===== config.mk =====
export PLATFORM = sky130hd
export DESIGN_NAME = bsb_div
export DESIGN_NICKNAME = d
export VERILOG_FILES = /design/src/rtl/core/bsb_div.sv
export SDC_FILE = /design/constraint.sdc
export NUM_CORES = 1
export LEC_CHECK = 0
export BUFFER_PORTS_ARGS = -buffer_cell sky130_fd_sc_hd__buf_4
export CORE_MARGIN = 5
export CORE_UTILIZATION = 54
export DETAILED_ROUTE_END_ITERATION = 12
export PLACE_DENSITY = 0.78
export SKIP_LAST_GASP = 1
export SYNTH_ARGS = -nofsm -noshare
export SYNTH_HDL_FRONTEND = slang
export SYNTH_SLANG_ARGS = --single-unit

===== constraint.sdc =====
create_clock -name clk -period 8.51 [get_ports clk]
set_input_delay 2.553 -clock clk [delete_from_list [all_inputs] [get_ports clk]]
set_output_delay 2.553 -clock clk [all_outputs]
set_load 0.02 [all_outputs]

===== src/rtl/core/bsb_div.sv =====
// Serial restoring divider, signed 66-bit dividend by 34-bit divisor.
// Truncates toward zero and saturates the quotient to +/- 2^32.
`default_nettype none
module bsb_div (
  input  wire logic               clk,
  input  wire logic               rst,
  input  wire logic               start,
  input  wire logic signed [65:0] dividend,
  input  wire logic signed [33:0] divisor,
  output logic                    done,
  output logic signed [33:0]      quotient
);
  logic [65:0] quo;
  logic [34:0] rem;
  logic [33:0] dvs;
  logic        neg;
  logic [6:0]  cnt;
  logic        busy;
  logic [34:0] trial;
  logic [65:0] qmag;

  assign trial = {rem[33:0], quo[65]} - {1'b0, dvs};

  always_ff @(posedge clk) begin
    if (rst) begin
      busy <= 1'b0;
      done <= 1'b0;
    end else begin
      done <= 1'b0;
      if (start) begin
        busy <= 1'b1;
        cnt  <= 7'd66;
        rem  <= '0;
        quo  <= dividend[65] ? 66'(-dividend) : dividend;
        dvs  <= divisor[33] ? 34'(-divisor) : divisor;
        neg  <= dividend[65] ^ divisor[33];
      end else if (busy) begin
        if (!trial[34]) begin
          rem <= trial;
          quo <= {quo[64:0], 1'b1};
        end else begin
          rem <= {rem[33:0], quo[65]};
          quo <= {quo[64:0], 1'b0};
        end
        cnt <= cnt - 7'd1;
        if (cnt == 7'd1) begin
          busy <= 1'b0;
          done <= 1'b1;
        end
      end
    end
  end

  always_comb begin
    qmag = (quo > 66'h1_0000_0000) ? 66'h1_0000_0000 : quo;
    quotient = neg ? 34'(-qmag[33:0]) : qmag[33:0];
  end
endmodule
`default_nettype wire


## Word-level counts from Yosys, hierarchy flattened

Index checks and enable logic that the tools add are counted.

| operators by class | value |
|---|---|
| add/subtract/negate cells | 5 |
| $lt $le $gt $ge | 1 |
| equality and inequality tests | 1 |
| muxes and demuxes | 14 |
| bitwise operators | 3 |
| reduce and logical (&&, ||, !) cells | 4 |

Operator list:

| cell | count |
|---|---|
| 66-bit 2-to-1 mux | 3 |
| 34-bit 2-to-1 mux | 4 |
| 34-bit negator | 2 |
| 66-bit by 33-bit > comparator with 1-bit output (second input constant) | 1 |
| 66-bit negator | 1 |
| 35-bit by 34-bit subtractor with 35-bit output | 1 |
| 33-bit 2-to-1 mux | 1 |
| 7-bit by 1-bit == test with 1-bit output (second input constant) | 1 |
| 7-bit 2-to-1 mux | 1 |
| 7-bit by 1-bit subtractor with 7-bit output (second input constant) | 1 |
| 1-bit 2-to-1 mux | 5 |
| 2-bit AND reduction | 2 |
| 3-bit OR reduction | 1 |
| 1-bit NOT | 2 |
| 2-bit nonzero test | 1 |
| 1-bit bitwise XOR | 1 |

| storage, ports and cells | value |
|---|---|
| flip-flop bits (word level) | 144 |
| input bits | 103 |
| output and inout port bits | 35 |
| logic and storage cells | 36 |

## Longest topological paths before layout

| depth | value |
|---|---|
| depth in word-level cells | 4 |
| depth in mapped cells | 14 |
| depth with buffers taken out | 13 |

## Worst setup path after synthesis

OpenSTA, ideal clock, no wires.

| timing | value |
|---|---|
| path type | input port to flip-flop |
| from | input port start |
| to | register cnt[0] (enable) |
| setup time | 0.575 ns |
| arrival time | 7.546 ns |
| data required time | 7.935 ns |
| path slack | 0.389 ns |
| stages on the path | 4 |
| path buffers | 2 |
| cell sequence | clkbuf_1 > clkbuf_1 > nor2_1 > nor2_1 |

| on the way | value |
|---|---|
| word-level cells in the longest chain between the ends | 2 |

Ends and longest elaborated chain:

| element | RTL line | text |
|---|---|---|
| start: declaration | 7 | `input wire logic start,` |
| 2-bit nonzero test (no source line) | -- |  |
| 2-bit AND reduction (no source line) | -- |  |
| end signal: assignment | 45 | `cnt <= cnt - 7'd1;` |
| end: declaration | 17 | `logic [6:0] cnt;` |

No other way between the ends.
A chain may end at the register's enable or synchronous reset.

## Final worst setup path

| timing | value |
|---|---|
| from | register quo[2] |
| to | output port quotient[20] |

| on the way | value |
|---|---|
| word-level cells in the longest chain between the ends | 4 |

Ends and longest elaborated chain:

| element | RTL line | text |
|---|---|---|
| start: declaration | 13 | `logic [65:0] quo;` |
| start signal: assignment | 34 | `quo <= dividend[65] ? 66'(-dividend) : dividend;` |
| start signal: assignment | 40 | `quo <= {quo[64:0], 1'b1};` |
| start signal: assignment | 43 | `quo <= {quo[64:0], 1'b0};` |
| 66-bit by 33-bit > comparator with 1-bit output | 55 | `qmag = (quo > 66'h1_0000_0000) ? 66'h1_0000_0000 : quo;` |
| 34-bit 2-to-1 mux (*) | 55 |  |
| 34-bit negator | 56 | `quotient = neg ? 34'(-qmag[33:0]) : qmag[33:0];` |
| 34-bit 2-to-1 mux (*) | 56 |  |
| end: declaration | 11 | `output logic signed [33:0] quotient` |

Mark *: on every way between the ends. The rest lies on a longest branch, timed or not.

==> implementation parameters <==
Parameter                              Value

Finish
  Number of diodes    0
  Share of cells above drive strength 1    15.1%
  Utilization after layout    64.3%
  Number of nets in the final layout    1426
  Layout-stage area growth over the synthesis result    17.1%

Job
  Number of max-cap violations    0

Clock tree
  CTS clock-pin slew for the worst setup and hold paths    0.06 ns
  Number of buffers inserted during clock tree synthesis    17
  Deepest level of the CTS H-tree    4
  Max Buffers Root-to-Sink    2
  Worst-skew pair later-pin latency    0.42 ns
  Post-CTS Resized    0
  Clock tree from TritonCTS    yes
  Setup fix buffers added after clock tree synthesis    0
  Total of hold buffers inserted after clock tree synthesis    0
  Sinks on Clock Net    144
  CTS Root Buffer Type    sky130_fd_sc_hd__clkbuf_16

Setup path
  Number of logic stages on the critical path including buffering    12
  Delay of the slowest cell on the worst path    0.65 ns
  Kind of cell adding the most delay to the critical path    simple AND/OR/NAND/NOR gates
  Path depth of the worst reg2reg path    11
  CP max FO    18
  Cells along the critical path    or4_4 > nor4b_4 > nand4_1 > or4_4 > a21boi_4 > and2_1 > inv_1 > ha_1 > nor2_1 > nor2_1 > a311oi_1 > buf_4
  Worst Setup Start Kind    register
  Class of the most critical setup path    reg -> out
  CP Data Arrival Time    5.32 ns
  Highest-delay cell along the critical path    sky130_fd_sc_hd__nor2_1
  Worst path required time    5.96 ns
  Critical path capture point type    output pin
  Number of buffers and inverters on the critical path    2

Synthesis
  Register bit total from synthesis    144
  Asr flop ratio synth    0%
  Synth warnings    0
  Leading cell type by number of instances after synthesis    sky130_fd_sc_hd__nor2_1
  Leading cell types by total area after synthesis    sky130_fd_sc_hd__edfxtp_1 40%, sky130_fd_sc_hd__xor2_1 7.2%, sky130_fd_sc_hd__nor2_1 5.6%
  Library cell with the largest summed area after synthesis    sky130_fd_sc_hd__edfxtp_1
  Post-synth net total    1314
  Share of the synthesized area in the top cell type    39.9%
  Top cells by instance count after synthesis    158 x sky130_fd_sc_hd__nor2_1, 142 x sky130_fd_sc_hd__edfxtp_1, 104 x sky130_fd_sc_hd__a21oi_1, 88 x sky130_fd_sc_hd__xor2_1, 84 x sky130_fd_sc_hd__nand2_1
  Prevailing post-synth register cell    sky130_fd_sc_hd__edfxtp_1
  Number of flops mapped to enable cells by yosys    142
  Number of cells produced by synthesis    1171
  Number of distinct library cell variants in the gate-level netlist after synthesis    68
  Sequential element share of the synthesized area    40.3%
  Post-synthesis area per instance    9.12 um2
  Post-synthesis cell area    10700 um2

Power
  Overall Power    0.00220 W
  Peak supply drop    0.157 mV
  Power density normalized to cell area    176 nW/um2
  Leakage power of the design    4.82 nW

Placement
  Gpl congestion    0.922
  Port Buf Inserts    137
  HPWL after detailed placement    19500 um

Status
  Result of the run    finished, final reports clean

Floorplanning
  Horizontal die dimension    151 um
  Height of the die    151 um
  Total die area    22700 um2
  Area of the placeable core    19500 um2
  Effective utilization at floorplan    54.9%
  Number of placement rows    51
  Number of top-level pins    138

Detailed routing
  DRT antenna net count    0
  Average vias per placed instance    5.89
  Average routed wire per standard cell    16.8 um
  Wire length reported by the detailed router    26200 um
  DRC Markers    0
  First-pass detailed-route iteration total    5
  Via count    9181
  Iteration-0 DRC Markers    875

Global routing
  Wire length of the first global-routing pass    42100 um
  Number of antenna violations at the first check in global routing    0
  Total global routing track utilization    23.2%
  Number of global-route vias before repair    8575
  Total gr overflow    0
  Largest net degree at the start of global routing    115

Timing
  Slew of the pin with the lowest slew margin    1.04 ns
  Tightest slew margin relative to the limit    30.5%
  Setup-failing EPs final    0
  Unrepaired setup endpoints after global routing    no
  Total Neg Setup Slack    0 ns
  Number of slew-limit violations in the final report    0
  Number of hold violations in the final report    0
  Achievable clock frequency    0.127 GHz
  Fin Clk Skew    0.00718 ns
  Final critical-path required period    7.87 ns
  Share of the clock period used by the worst path    92.5%

Min path
  Class of the tightest hold or removal check    reg -> reg
  Instance count along the most critical hold path    1
## cells in the final DEF (no fill, tap or decap), drive strengths merged, types with 11 or more instances in the layout
cell	synthesis	final
a21oi	104	104
nor3	35	35
xnor2	54	54
or4	17	17
xor2	88	88
buf	7	142
o31ai	37	37
o41ai	18	18
nand3	11	11
inv	57	58
or3	24	24
nor4	19	19
nor2	158	158
ha	39	39
clkbuf	42	18
mux2i	27	27
o21ai	62	62
edfxtp	142	142
a21o	17	17
o21a	11	11
nand2	85	85
## layer usage
metal  vias up  share of wire [%]  GRT usage (%)
li1       4537                  -              -
met1      4294                 44           31.5
met2       306                 48           38.4
met3        44                5.4           2.92
met4         0                2.4           8.07
met5         -                  0              0
## cell type report
| type | count | area [um2] |
|---|---|---|
| repair buffers | 142 | 1070 |
| flip-flops and latches | 144 | 4300 |
| clock buffers | 18 | 429 |
| multi-input cells | 920 | 5990 |
| fillers | 1592 | 6950 |
| clock inverters | 12 | 168 |
| well taps | 265 | 332 |
| inverters | 58 | 218 |
## power by group
part	total, W	internal, W	leakage [nW]	switching [W]
combinational	0.000529	0.000225	3.17	0.000304
clock	0.000771	0.000485	0.291	0.000286
sequential	0.000898	0.000858	1.36	0.0000397
## through the flow
stage | hold WS, ns | setup slack (ns) | instances | area [um2]
floorplan | 0.460 | 0.389 | 1171 | 10700
global placement | 0.474 | 1.31 | 1529 | 11900
detailed placement | 0.497 | 1.12 | 1529 | 11900
CTS | 0.505 | 0.672 | 1559 | 12500
global route | 0.511 | 0.326 | 1559 | 12500
finish | 0.499 | 0.637 | 1559 | 12500
## logic make-up (layout without fill, tap and decap cells)
family	count (synthesis)	count (layout)	synth area share (%)
flip-flops	144	144	40.3
XOR/XNOR	142	142	11.6
multiplexers	29	29	2.74
adder cells (fa/ha/maj)	40	40	4.75
buffers and inverters	107	230	3.82
AO/OA/AOI/OAI	309	309	18.6
AND/OR/NAND/NOR	400	400	18.1
## state kept, by name, indices dropped and copies added (netlist names)
name	count
busy	1
cnt	7
done	1
dvs	34
neg	1
quo	66
rem	34
## worst paths after layout
path,slack (ns),end,start
worst max-delay path,0.64,quotient[20],quo[2]$_DFFE_PP_
worst min-delay path,0.50,done$_SDFF_PP0_,busy$_SDFF_PP0_
worst max register to register,4.49,rem[33]$_SDFFCE_PP0P_,rem[4]$_SDFFCE_PP0P_
worst min register to register,0.50,done$_SDFF_PP0_,busy$_SDFF_PP0_
Note: power is estimated with default switching activity, not from simulation.
